**src/rtl/kli_pkg.sv**
```systemverilog
// ----------------------------------------------------------------------------
// kli_pkg: shared types and constants of the keyframe interpolator
// Item layouts, keyframe store sizing and the step counts of the serial units.
// ----------------------------------------------------------------------------
package kli_pkg;

  // Keyframe table sizing.
  localparam int unsigned MAX_KEYS    = 16;
  localparam int unsigned SLOT_W      = $clog2(MAX_KEYS);
  localparam int unsigned KEY_INDEX_W = 4;
  localparam int unsigned COUNT_W     = 5;

  // Datapath widths and fixed-point format of the fraction.
  localparam int unsigned DATA_W     = 32;
  localparam int unsigned FRAC_BITS  = 12;
  localparam int unsigned DIVIDEND_W = DATA_W + FRAC_BITS;

  // Serial unit step counts, one bit per step.
  localparam int unsigned DIV_STEPS = DIVIDEND_W;
  localparam int unsigned DIV_CNT_W = $clog2(DIV_STEPS + 1);
  localparam int unsigned MUL_STEPS = DATA_W;
  localparam int unsigned MUL_CNT_W = $clog2(MUL_STEPS + 1);

  // Command codes.
  localparam logic CMD_WRITE = 1'b0;
  localparam logic CMD_EVAL  = 1'b1;

  typedef struct packed {
    logic                    command;
    logic [KEY_INDEX_W-1:0]  key_index;
    logic signed [DATA_W-1:0] key_point;
    logic signed [DATA_W-1:0] key_value;
    logic                    key_is_last;
    logic signed [DATA_W-1:0] position;
  } cmd_item_t;

  typedef struct packed {
    logic signed [DATA_W-1:0] interpolated_value;
    logic                    span_fault;
  } res_item_t;

  typedef struct packed {
    logic signed [DATA_W-1:0] point;
    logic signed [DATA_W-1:0] value;
  } key_entry_t;

  typedef struct packed {
    logic              en;
    logic [SLOT_W-1:0] addr;
    key_entry_t        entry;
  } key_write_t;

  // Maps the slot field of an item onto a store address.
  function automatic logic [SLOT_W-1:0] slot_of(logic [KEY_INDEX_W-1:0] idx);
    logic [31:0] wide;
    wide = 32'(idx);
    return wide[SLOT_W-1:0];
  endfunction

endpackage

```
**src/rtl/kli_key_store.sv**
```systemverilog
// ----------------------------------------------------------------------------
// kli_key_store: keyframe memory
// One write port and one registered read port over point and value pairs.
// ----------------------------------------------------------------------------
module kli_key_store (
  input  logic                          clk,
  input  kli_pkg::key_write_t           wr,
  input  logic [kli_pkg::SLOT_W-1:0]    rd_addr,
  output kli_pkg::key_entry_t           rd_entry
);

  kli_pkg::key_entry_t mem [kli_pkg::MAX_KEYS];

  // Write on request; the read data is registered every cycle.
  always_ff @(posedge clk) begin
    if (wr.en) begin
      mem[wr.addr] <= wr.entry;
    end
    rd_entry <= mem[rd_addr];
  end

endmodule

```
**src/rtl/kli_serial_div.sv**
```systemverilog
// ----------------------------------------------------------------------------
// kli_serial_div: bit-serial restoring divider
// Unsigned divide, one quotient bit per cycle, keeping the low 32 quotient bits.
// ----------------------------------------------------------------------------
module kli_serial_div (
  input  logic                              clk,
  input  logic                              rst,
  input  logic                              start,
  input  logic [kli_pkg::DIVIDEND_W-1:0]    dividend,
  input  logic [kli_pkg::DATA_W-1:0]        divisor,
  output logic                              done,
  output logic [kli_pkg::DATA_W-1:0]        quotient
);

  logic [kli_pkg::DIVIDEND_W-1:0] dvd;
  logic [kli_pkg::DATA_W-1:0]     rem;
  logic [kli_pkg::DATA_W-1:0]     dsr;
  logic [kli_pkg::DIV_CNT_W-1:0]  steps;
  logic                           busy;
  logic [kli_pkg::DATA_W:0]       shifted;
  logic [kli_pkg::DATA_W+1:0]     trial;
  logic                           fits;

  // Bring down the next dividend bit and try the subtraction.
  assign shifted = {rem, dvd[kli_pkg::DIVIDEND_W-1]};
  assign trial   = {1'b0, shifted} - {2'b00, dsr};
  assign fits    = !trial[kli_pkg::DATA_W+1];

  // Step sequencing and the shift registers.
  always_ff @(posedge clk) begin
    if (rst) begin
      busy  <= 1'b0;
      done  <= 1'b0;
      steps <= '0;
    end else begin
      // Done pulses for one cycle after the final step.
      done <= !start && busy && (steps == kli_pkg::DIV_CNT_W'(1));
      if (start) begin
        dvd      <= dividend;
        dsr      <= divisor;
        rem      <= '0;
        quotient <= '0;
        steps    <= kli_pkg::DIV_CNT_W'(kli_pkg::DIV_STEPS);
        busy     <= 1'b1;
      end else if (busy) begin
        dvd      <= {dvd[kli_pkg::DIVIDEND_W-2:0], 1'b0};
        rem      <= fits ? trial[kli_pkg::DATA_W-1:0] : shifted[kli_pkg::DATA_W-1:0];
        quotient <= {quotient[kli_pkg::DATA_W-2:0], fits};
        steps    <= steps - kli_pkg::DIV_CNT_W'(1);
        if (steps == kli_pkg::DIV_CNT_W'(1)) begin
          busy <= 1'b0;
        end
      end
    end
  end

endmodule

```
**src/rtl/kli_serial_mul.sv**
```systemverilog
// ----------------------------------------------------------------------------
// kli_serial_mul: bit-serial signed multiplier
// Shift-and-add over the multiplier bits, the sign bit weighted negatively.
// ----------------------------------------------------------------------------
module kli_serial_mul (
  input  logic                                 clk,
  input  logic                                 rst,
  input  logic                                 start,
  input  logic signed [kli_pkg::DATA_W-1:0]    multiplicand,
  input  logic signed [kli_pkg::DATA_W-1:0]    multiplier,
  output logic                                 done,
  output logic [2*kli_pkg::DATA_W-1:0]         product
);

  logic signed [kli_pkg::DATA_W:0]   acc_hi;
  logic [kli_pkg::DATA_W-1:0]        acc_lo;
  logic signed [kli_pkg::DATA_W-1:0] mcd;
  logic [kli_pkg::DATA_W-1:0]        mlr;
  logic [kli_pkg::MUL_CNT_W-1:0]     steps;
  logic                              busy;
  logic signed [kli_pkg::DATA_W+1:0] addend;
  logic signed [kli_pkg::DATA_W+1:0] sum;

  // Add the multiplicand for a set bit; the final bit carries negative weight.
  always_comb begin
    addend = mlr[0] ? (kli_pkg::DATA_W+2)'(mcd) : '0;
    if (steps == kli_pkg::MUL_CNT_W'(1)) begin
      sum = (kli_pkg::DATA_W+2)'(acc_hi) - addend;
    end else begin
      sum = (kli_pkg::DATA_W+2)'(acc_hi) + addend;
    end
  end

  assign product = {acc_hi[kli_pkg::DATA_W-1:0], acc_lo};

  // Accumulate and shift the partial product right by one bit per cycle.
  always_ff @(posedge clk) begin
    if (rst) begin
      busy  <= 1'b0;
      done  <= 1'b0;
      steps <= '0;
    end else begin
      // Done pulses for one cycle after the final step.
      done <= !start && busy && (steps == kli_pkg::MUL_CNT_W'(1));
      if (start) begin
        mcd    <= multiplicand;
        mlr    <= multiplier;
        acc_hi <= '0;
        acc_lo <= '0;
        steps  <= kli_pkg::MUL_CNT_W'(kli_pkg::MUL_STEPS);
        busy   <= 1'b1;
      end else if (busy) begin
        acc_hi <= sum[kli_pkg::DATA_W+1:1];
        acc_lo <= {sum[0], acc_lo[kli_pkg::DATA_W-1:1]};
        mlr    <= {1'b0, mlr[kli_pkg::DATA_W-1:1]};
        steps  <= steps - kli_pkg::MUL_CNT_W'(1);
        if (steps == kli_pkg::MUL_CNT_W'(1)) begin
          busy <= 1'b0;
        end
      end
    end
  end

endmodule

```
**src/rtl/keyframe_linear_interpolator_core.sv**
```systemverilog
// ----------------------------------------------------------------------------
// keyframe_linear_interpolator_core: piecewise linear keyframe interpolator
// Loads keyframes and samples the curve between them in 4096ths with rounding.
// ----------------------------------------------------------------------------
//   Channel  Handshake              Payload              Moves
//   command  cmd_valid / cmd_stall  cmd_item (in)        write or evaluate
//   result   res_valid / res_stall  res_item (out)       one per evaluate
//
// A write is done when taken and leaves the command channel free. The 44-step
// serial divider and 32-step serial multiplier do most of an evaluate's work.
// An empty table ends the item without a scan; a position below the first point
// or the final keyframe end it in the scan; a zero span ends it as a fault.
// Reset clears the key count and the handshake state; the store is not cleared.
// A stalled result waits in the output register while the next item runs.
// ----------------------------------------------------------------------------
module keyframe_linear_interpolator_core (
  input  logic                clk,
  input  logic                rst,
  input  logic                cmd_valid,
  output logic                cmd_stall,
  input  kli_pkg::cmd_item_t  cmd_item,
  output logic                res_valid,
  input  logic                res_stall,
  output kli_pkg::res_item_t  res_item
);

  typedef enum logic [3:0] {
    S_IDLE,
    S_SCAN,
    S_PREP,
    S_DSTART,
    S_DIV,
    S_FRAC,
    S_MUL,
    S_ROUND,
    S_FIN
  } state_t;

  state_t                              state;
  logic [kli_pkg::COUNT_W-1:0]         key_count;
  logic [kli_pkg::SLOT_W-1:0]          cur;
  logic signed [kli_pkg::DATA_W-1:0]   pos;
  logic signed [kli_pkg::DATA_W-1:0]   sel_point;
  logic signed [kli_pkg::DATA_W-1:0]   sel_value;
  logic signed [kli_pkg::DATA_W-1:0]   nxt_point;
  logic signed [kli_pkg::DATA_W-1:0]   nxt_value;
  logic signed [kli_pkg::DATA_W-1:0]   span;
  logic signed [kli_pkg::DATA_W-1:0]   pdelta;
  logic signed [kli_pkg::DATA_W-1:0]   vdelta;
  logic                                q_neg;
  logic [kli_pkg::DATA_W-1:0]          result_value;
  logic                                result_fault;

  logic                                cmd_take;
  logic                                res_load;
  logic                                slot_ok;
  logic                                last_key;
  logic                                scan_above;
  kli_pkg::key_write_t                 wr;
  logic [kli_pkg::SLOT_W-1:0]          rd_addr;
  kli_pkg::key_entry_t                 rd_entry;
  logic                                div_start;
  logic                                div_done;
  logic [kli_pkg::DATA_W-1:0]          pd_mag;
  logic [kli_pkg::DATA_W-1:0]          span_mag;
  logic [kli_pkg::DATA_W-1:0]          quotient;
  logic signed [kli_pkg::DATA_W-1:0]   frac;
  logic                                mul_start;
  logic                                mul_done;
  logic [2*kli_pkg::DATA_W-1:0]        product;

  // Command side handshake: one item in flight at a time.
  assign cmd_stall = (state != S_IDLE);
  assign cmd_take  = cmd_valid && !cmd_stall;
  assign slot_ok   = 32'(cmd_item.key_index) < kli_pkg::MAX_KEYS;

  // The result register takes a new result when it is empty or its result is leaving.
  assign res_load  = (state == S_FIN) && (!res_valid || !res_stall);

  // Keyframe write port.
  always_comb begin
    wr.en          = cmd_take && (cmd_item.command == kli_pkg::CMD_WRITE) && slot_ok;
    wr.addr        = kli_pkg::slot_of(cmd_item.key_index);
    wr.entry.point = cmd_item.key_point;
    wr.entry.value = cmd_item.key_value;
  end

  // The scan reads one slot ahead of the one being examined.
  assign rd_addr    = (state == S_SCAN) ? cur + kli_pkg::SLOT_W'(1) : '0;
  assign scan_above = rd_entry.point > pos;
  assign last_key   = (32'(cur) + 32'd1) >= 32'(key_count);

  // Operand magnitudes for the divider and the signed fraction for the multiplier.
  assign pd_mag    = pdelta[kli_pkg::DATA_W-1] ? -pdelta : pdelta;
  assign span_mag  = span[kli_pkg::DATA_W-1] ? -span : span;
  assign div_start = (state == S_DSTART) && (span != '0);
  assign frac      = q_neg ? -$signed(quotient) : $signed(quotient);
  assign mul_start = (state == S_FRAC);

  kli_key_store u_store (
    .clk      (clk),
    .wr       (wr),
    .rd_addr  (rd_addr),
    .rd_entry (rd_entry)
  );

  kli_serial_div u_div (
    .clk      (clk),
    .rst      (rst),
    .start    (div_start),
    .dividend ({pd_mag, kli_pkg::FRAC_BITS'(0)}),
    .divisor  (span_mag),
    .done     (div_done),
    .quotient (quotient)
  );

  kli_serial_mul u_mul (
    .clk          (clk),
    .rst          (rst),
    .start        (mul_start),
    .multiplicand (vdelta),
    .multiplier   (frac),
    .done         (mul_done),
    .product      (product)
  );

  // Sequencer, datapath registers and the result register.
  always_ff @(posedge clk) begin
    if (rst) begin
      state     <= S_IDLE;
      key_count <= '0;
      res_valid <= 1'b0;
    end else begin
      if (res_load) begin
        res_valid <= 1'b1;
      end else if (!res_stall) begin
        res_valid <= 1'b0;
      end
      unique case (state)
        S_IDLE: begin
          if (cmd_take) begin
            if (cmd_item.command == kli_pkg::CMD_WRITE) begin
              if (slot_ok && cmd_item.key_is_last) begin
                key_count <= kli_pkg::COUNT_W'(cmd_item.key_index) + kli_pkg::COUNT_W'(1);
              end
            end else begin
              pos <= cmd_item.position;
              cur <= '0;
              if (key_count == '0) begin
                result_value <= '0;
                result_fault <= 1'b0;
                state        <= S_FIN;
              end else begin
                state <= S_SCAN;
              end
            end
          end
        end
        S_SCAN: begin
          if (scan_above) begin
            if (cur == '0) begin
              // Position lies below the first point.
              result_value <= rd_entry.value;
              result_fault <= 1'b0;
              state        <= S_FIN;
            end else begin
              nxt_point <= rd_entry.point;
              nxt_value <= rd_entry.value;
              state     <= S_PREP;
            end
          end else begin
            sel_point <= rd_entry.point;
            sel_value <= rd_entry.value;
            if (last_key) begin
              // The final keyframe holds its value.
              result_value <= rd_entry.value;
              result_fault <= 1'b0;
              state        <= S_FIN;
            end else begin
              cur <= cur + kli_pkg::SLOT_W'(1);
            end
          end
        end
        S_PREP: begin
          span   <= nxt_point - sel_point;
          pdelta <= pos - sel_point;
          vdelta <= nxt_value - sel_value;
          state  <= S_DSTART;
        end
        S_DSTART: begin
          if (span == '0) begin
            result_value <= '0;
            result_fault <= 1'b1;
            state        <= S_FIN;
          end else begin
            q_neg <= pdelta[kli_pkg::DATA_W-1] ^ span[kli_pkg::DATA_W-1];
            state <= S_DIV;
          end
        end
        S_DIV: begin
          if (div_done) begin
            state <= S_FRAC;
          end
        end
        S_FRAC: begin
          state <= S_MUL;
        end
        S_MUL: begin
          if (mul_done) begin
            state <= S_ROUND;
          end
        end
        S_ROUND: begin
          // Rounding adds bit 11 of the product into the shifted sum.
          result_value <= sel_value + product[kli_pkg::DIVIDEND_W-1:kli_pkg::FRAC_BITS]
                          + kli_pkg::DATA_W'(product[kli_pkg::FRAC_BITS-1]);
          result_fault <= 1'b0;
          state        <= S_FIN;
        end
        S_FIN: begin
          if (res_load) begin
            res_item.interpolated_value <= result_value;
            res_item.span_fault         <= result_fault;
            state                       <= S_IDLE;
          end
        end
        default: begin
          state <= S_IDLE;
        end
      endcase
    end
  end

endmodule

```
**config.mk**
```make
export PLATFORM = sky130hd
export DESIGN_NAME = keyframe_linear_interpolator_core
export DESIGN_NICKNAME = d
export VERILOG_FILES = /design/src/rtl/kli_pkg.sv /design/src/rtl/kli_key_store.sv /design/src/rtl/kli_serial_div.sv /design/src/rtl/kli_serial_mul.sv /design/src/rtl/keyframe_linear_interpolator_core.sv
export SDC_FILE = /design/constraint.sdc
export NUM_CORES = 2
export LEC_CHECK = 0
export BUFFER_PORTS_ARGS = -buffer_cell sky130_fd_sc_hd__buf_2
export CAP_MARGIN = 20
export CORE_UTILIZATION = 45
export CTS_CLUSTER_DIAMETER = 30
export DETAILED_ROUTE_END_ITERATION = 10
export GPL_TIMING_DRIVEN = 1
export PLACE_DENSITY = 0.72
export SLEW_MARGIN = 5
export SYNTH_ARGS = -nofsm -noshare
export SYNTH_HDL_FRONTEND = slang
export SYNTH_SLANG_ARGS = --single-unit
```
**constraint.sdc**
```tcl
create_clock -name clk -period 10.3 [get_ports clk]
set_input_delay 1.03 -clock clk [delete_from_list [all_inputs] [get_ports clk]]
set_output_delay 1.03 -clock clk [all_outputs]
set_load 0.01 [all_outputs]
```
[After elaboration in Yosys (flattened, before gate mapping)]
Memory sizes are Yosys's and may differ from the RTL's. A register that Yosys moved wholly into a read port is not among the register bits.
Cells that the tools add are included.
Cells by class
  $add $sub $neg: 16
  order comparisons: 2
  equal/unequal tests: 22
  multiplexer cells: 61
  bitwise logic cells: 6
  reduce and logical (&&, ||, !) cells: 41
Operator list (count)
  2-to-1 mux 32 bit: 15
  case mux 32 bit (4 select lines): 1
  negator 32 bit: 3
  subtractor 32 bit: 3
  2-to-1 mux 44 bit: 2
  2-to-1 mux 34 bit: 2
  2-to-1 mux 4 bit: 15
  case mux 4 bit (9 select lines): 1
  adder 33 x 34 -> 34 bit: 1
  subtractor 33 x 32 -> 34 bit: 1
  subtractor 33 x 34 -> 34 bit: 1
  2-to-1 mux 33 bit: 1
  adder 32 x 1 -> 32 bit: 1
  adder 32 bit: 1
  > comparator 32 bit: 1
  zero test 32 bit: 1
  nonzero test 32 bit: 1
  2-to-1 mux 31 bit: 1
  2-to-1 mux 6 bit: 4
  2-to-1 mux 1 bit: 17
  equality test 4 x 3 -> 1 bit, second input constant: 4
  equality test 6 x 1 -> 1 bit, second input constant: 2
  != test 2 bit, second input constant: 6
  AND reduction 4 bit: 3
  26 further kinds: 60
Storage, ports and cells
  register bits: 621
  memory bits (writable): 1024
  output and inout port bits: 35
  word-level logic and storage cells: 184
  memories: 1
Memory list
  u_store.mem: depth 16, bits a word 64, read ports 1, clocked after Yosys merged registers in 1, wr ports 1, RTL line kli_key_store.sv:12  | kli_pkg::key_entry_t mem [kli_pkg::MAX_KEYS];

[Logic depth before layout (Yosys ltp)]
  word-level depth: 6
  gate-level depth with buffers: 20
  mapped depth without buffers: 18

[By module]
A second synthesis with hierarchy kept.
Second synthesis, totals
  cell total of the unflattened synthesis: 4732
  area, all modules: 74891.8 um^2
Modules (own cells, without submodules)
  kli_key_store: instances 1, cells an instance 1647, area an instance 39581.7 um^2
  keyframe_linear_interpolator_core: instances 1, cells an instance 1719, area an instance 19507.5 um^2
  kli_serial_mul: instances 1, cells an instance 737, area an instance 8062.7 um^2
  kli_serial_div: instances 1, cells an instance 629, area an instance 7739.9 um^2

[Worst setup path before layout]
Ideal clock, no wire load.
  path kind: input to register
  start point: input rst
  end point: register pdelta[0] in the netlist's numbering, enable pin
  arrival time: 10336 ps
  path slack: -822 ps
  stages: 2
  path buffers: 1
  cell sequence: clkbuf_1 -> nor4_1
On the way
  cells in the longest elaborated chain, start to end: 2
RTL lines
  start: declaration: RTL line keyframe_linear_interpolator_core.sv:18  | input logic rst,
  NOT 1 bit (no source line)
  AND reduction 2 bit (no source line)
  end signal: assignment: RTL line keyframe_linear_interpolator_core.sv:186  | pdelta <= pos - sel_point;
  end: declaration: RTL line keyframe_linear_interpolator_core.sv:48  | logic signed [kli_pkg::DATA_W-1:0] pdelta;
No other way between the ends.
A chain may end at the register's enable or synchronous reset.

[Worst setup path in the final report]
  start point: register u_mul.mlr[0] in the netlist's numbering
  end point: register u_mul.acc_hi[31] in the netlist's numbering (data pin)
On the way
  cells in the longest elaborated chain, start to end: 4
  elaborated cells on any way between the ends: 5
RTL lines
  start: declaration: RTL line kli_serial_mul.sv:18  | logic [kli_pkg::DATA_W-1:0] mlr;
  start signal: assignment: RTL line kli_serial_mul.sv:47  | mlr <= multiplier;
  start signal: assignment: RTL line kli_serial_mul.sv:55  | mlr <= {1'b0, mlr[kli_pkg::DATA_W-1:1]};
  2-to-1 mux 34 bit *: RTL line kli_serial_mul.sv:26  | addend = mlr[0] ? (kli_pkg::DATA_W+2)'(mcd) : '0;
  adder 33 x 34 -> 34 bit or subtractor 33 x 34 -> 34 bit (tied branches): RTL line kli_serial_mul.sv:30, kli_serial_mul.sv:28
  2-to-1 mux 34 bit *: RTL line kli_serial_mul.sv:27  | if (steps == kli_pkg::MUL_CNT_W'(1)) begin
  2-to-1 mux 33 bit *: RTL line kli_serial_mul.sv:52  | end else if (busy) begin
  end signal: assignment: RTL line kli_serial_mul.sv:53  | acc_hi <= sum[kli_pkg::DATA_W+1:1];
  end: declaration: RTL line kli_serial_mul.sv:15  | logic signed [kli_pkg::DATA_W:0] acc_hi;
Every way passes the cells marked *; elsewhere a longest branch is shown, timed or not. The select of a mux whose other input is x is not followed.

==> impl_metrics.toml <==
[outcome]
status = "finished with violations"
violations = "DRC"

[route]
drtIter0Drc = 4384
firstDrtPassIters = 9
ant_nets = 0
vias = 48055
drc = 30
routed_via_density = 5.67
wl_per_cell_um = 20.9
routed_wl_mm = 178

[global_route]
grt_pass1_vias = 47251
track_usage = 0.207
grt_pass1_wl_mm = 269
gr-total-overflow = 0
grt_max_degree = 160
antenna_found_initial = 28

[critical_path]
arrival_ps = 6320
crit-reg2reg-launch = "u_mul.mlr[0]$_DFFE_PP_"
r2r_slack_ps = 4580
path_class = "flop to flop"
rr_worst_depth = 17
rr_endpoint = "u_mul.acc_hi[31]$_SDFFCE_PP0P_"
crit_path_end_kind = "flop"
worstPathMaxFanout = 41
critical_path_required_ps = 10890
startpoint_type = "flop"

[floorplan]
dieArea_um2 = 168000
design.core.area_um2 = 165000
start_util = 0.453
die_x_um = 410
rows = 149
dieHeight_um = 410
ios = 141

[timing]
drv_slew = 0
fmax_mhz = 175
fin_setup_tns_ps = 0
post-route-min-period_ps = 5720
worst_clock_skew_ps = 50.7
setup_viol = 0
rsz0062_at_grt = "false"
finalCritPeriodShare = 0.556
hold_violations = 0
worst_pin_slew_ps = 1170
slew_headroom = 0.221

[synth]
synth_area_um2 = 74800
ys.flop_type = "edfxtp_1"
synth_common_cells = "edfxtp_1, nand2_1, a21oi_1"
synth_fp_nets = 6160
synth_cells = 5808
synth_simple_gate_area_frac = 0.106
ys.warnings.count = 0
synth-adder-area-share = 0.0419
ys_types = 70
synth_top_family_by_area = "compound AO/OA/AOI/OAI gates"
synth.most_common_cell = "edfxtp_1"
synth-seq-cells = 1687
synth_seq_area_share = 0.665
synth_edf_count = 1597
synth_area_per_cell_um2 = 12.9
yosysTopAreaCell = "edfxtp_1"
async_flop_share = 0
synth_area_leaders = "edfxtp_1, nand2_1, ha_1, dfxtp_1, a311oi_1"
synth_mux_area_frac = 0.0188
synthXorXnorAreaFrac = 0.0334
netlist.area_leader.share = 0.641
synth_compound_area_frac = 0.110

[power]
peakVddDrop_uv = 189
p_total_w = 0.0181
p_per_area_nw_per_um2 = 205
leakage_nw = 31.6

[clock_tree]
h-tree-depth = 5
path_clk_slew_ps = 50
cts_hold_repair.buffers = 0
cts_buffer_depth = 4
postCtsSetupBuffers = 0
cts.repair.resized = 0
cts_tree = "yes"
insertion_delay_ps = 900
root_buffer = "clkbuf_16"
clock_sinks = 1687
numCtsBuffers = 300

[final_layout]
layout-drive-gt1-share = 0.121
synthToLayoutAreaGrowth_pct = 17.9
final_util = 0.534
fin_nets = 6401

[place]
dp_hpwl_mm = 102
gp_congestion = 0.907
io_buffers = 140

[min_path]
hold_start = "cmd_item[19]"
hold_path_end = "pos[19]$_DFFE_PP_"
hold_path.class = "input pin to flop"
worstHoldPathCells = 1

[flow_run]
max-cap-violations = 0
[worst max-delay path, cell delays in order, from the launching register on]
cell and delay [ps]:
edfxtp_1 330, buf_4 360, inv_1 170, o21ai_0 650
nand2_1 180, nand2_1 340, o311ai_0 220, ha_1 260
a21oi_1 260, o21ai_0 140, a211oi_1 240, a21oi_1 180
a311oi_1 570, o31ai_1 230, a2111oi_0 860, o31ai_1 190
xnor2_1 190, nor2_1 60
[cells in the final DEF (no fill, tap or decap), drive strengths merged, types with 173 or more instances in the layout]
cell type	n
a21oi	279
ha	239
nand3	173
nand2	940
o21ai	215
buf	217
clkbuf	338
inv	248
a311oi	194
edfxtp	1597
[kinds of logic after synthesis]
group,Yosys count
AND/OR/NAND/NOR,1743
adder cells (fa/ha/maj),246
flip-flops,1687
buffers and inverters,481
XOR/XNOR,285
multiplexers,140
AO/OA/AOI/OAI,1226
[layout make-up]
cell class                 instances  area [um2]
fill                           13072       76800
sequential                      1687       49800
multi-input combinational       3640       23400
clock buffer                     338        7870
tap                             2189        2740
clock inverter                   192        2160
timing repair buffer             217        1380
inverter                         203         772
antenna                            9        22.5
[how the worst max path moves through the flow]
stage          slack, ps                    from  depth (start not counted)                              to
2_1_floorplan       3230        pos[1]$_DFFE_PP_                         10          sel_point[0]$_DFFE_PP_
3_3_place_gp        4850  u_mul.mlr[0]$_DFFE_PP_                         17  u_mul.acc_hi[31]$_SDFFCE_PP0P_
3_5_place_dp        4660  u_mul.mlr[0]$_DFFE_PP_                         17  u_mul.acc_hi[31]$_SDFFCE_PP0P_
4_1_cts             4570  u_mul.mlr[0]$_DFFE_PP_                         17  u_mul.acc_hi[31]$_SDFFCE_PP0P_
5_1_grt             4120  u_mul.mlr[0]$_DFFE_PP_                         17  u_mul.acc_hi[31]$_SDFFCE_PP0P_
6_report            4580  u_mul.mlr[0]$_DFFE_PP_                         17  u_mul.acc_hi[31]$_SDFFCE_PP0P_
[power breakdown]
part	switching, W	total, W	internal [W]
Combinational	0.000460	0.000677	0.000217
Clock	0.00337	0.00973	0.00636
Sequential	0.0000775	0.00770	0.00763
Total	0.00391	0.0181	0.0142
[routing by layer]
metal  global-route usage  routed length, um  up-vias
met5                    0                168        -
met4               0.0805               5380       26
met3               0.0476              14200      394
met2                0.332              83900     1842
met1                0.272              73900    23462
li1                     -                  -    22331
[flip-flops by register name, indices dropped and copies added, names as in the netlist, 33 cells and up]
signal	count
u_store.mem	1024
u_store.rd_entry	64
res_item	33
u_mul.acc_hi	33
[through the flow]
step                      setup WS, ps  cell area, um2  instances  hold slack [ps]
after floorplan                   3230           74800       5808              400
after global placement            4850           78000       7930              401
after detailed placement          4660           78000       7932              405
after CTS                         4570           88000       8462              278
after global routing              4120           88100       8471              298
final                             4580           88100       8475              332
Power figures use the tool's default switching activity.
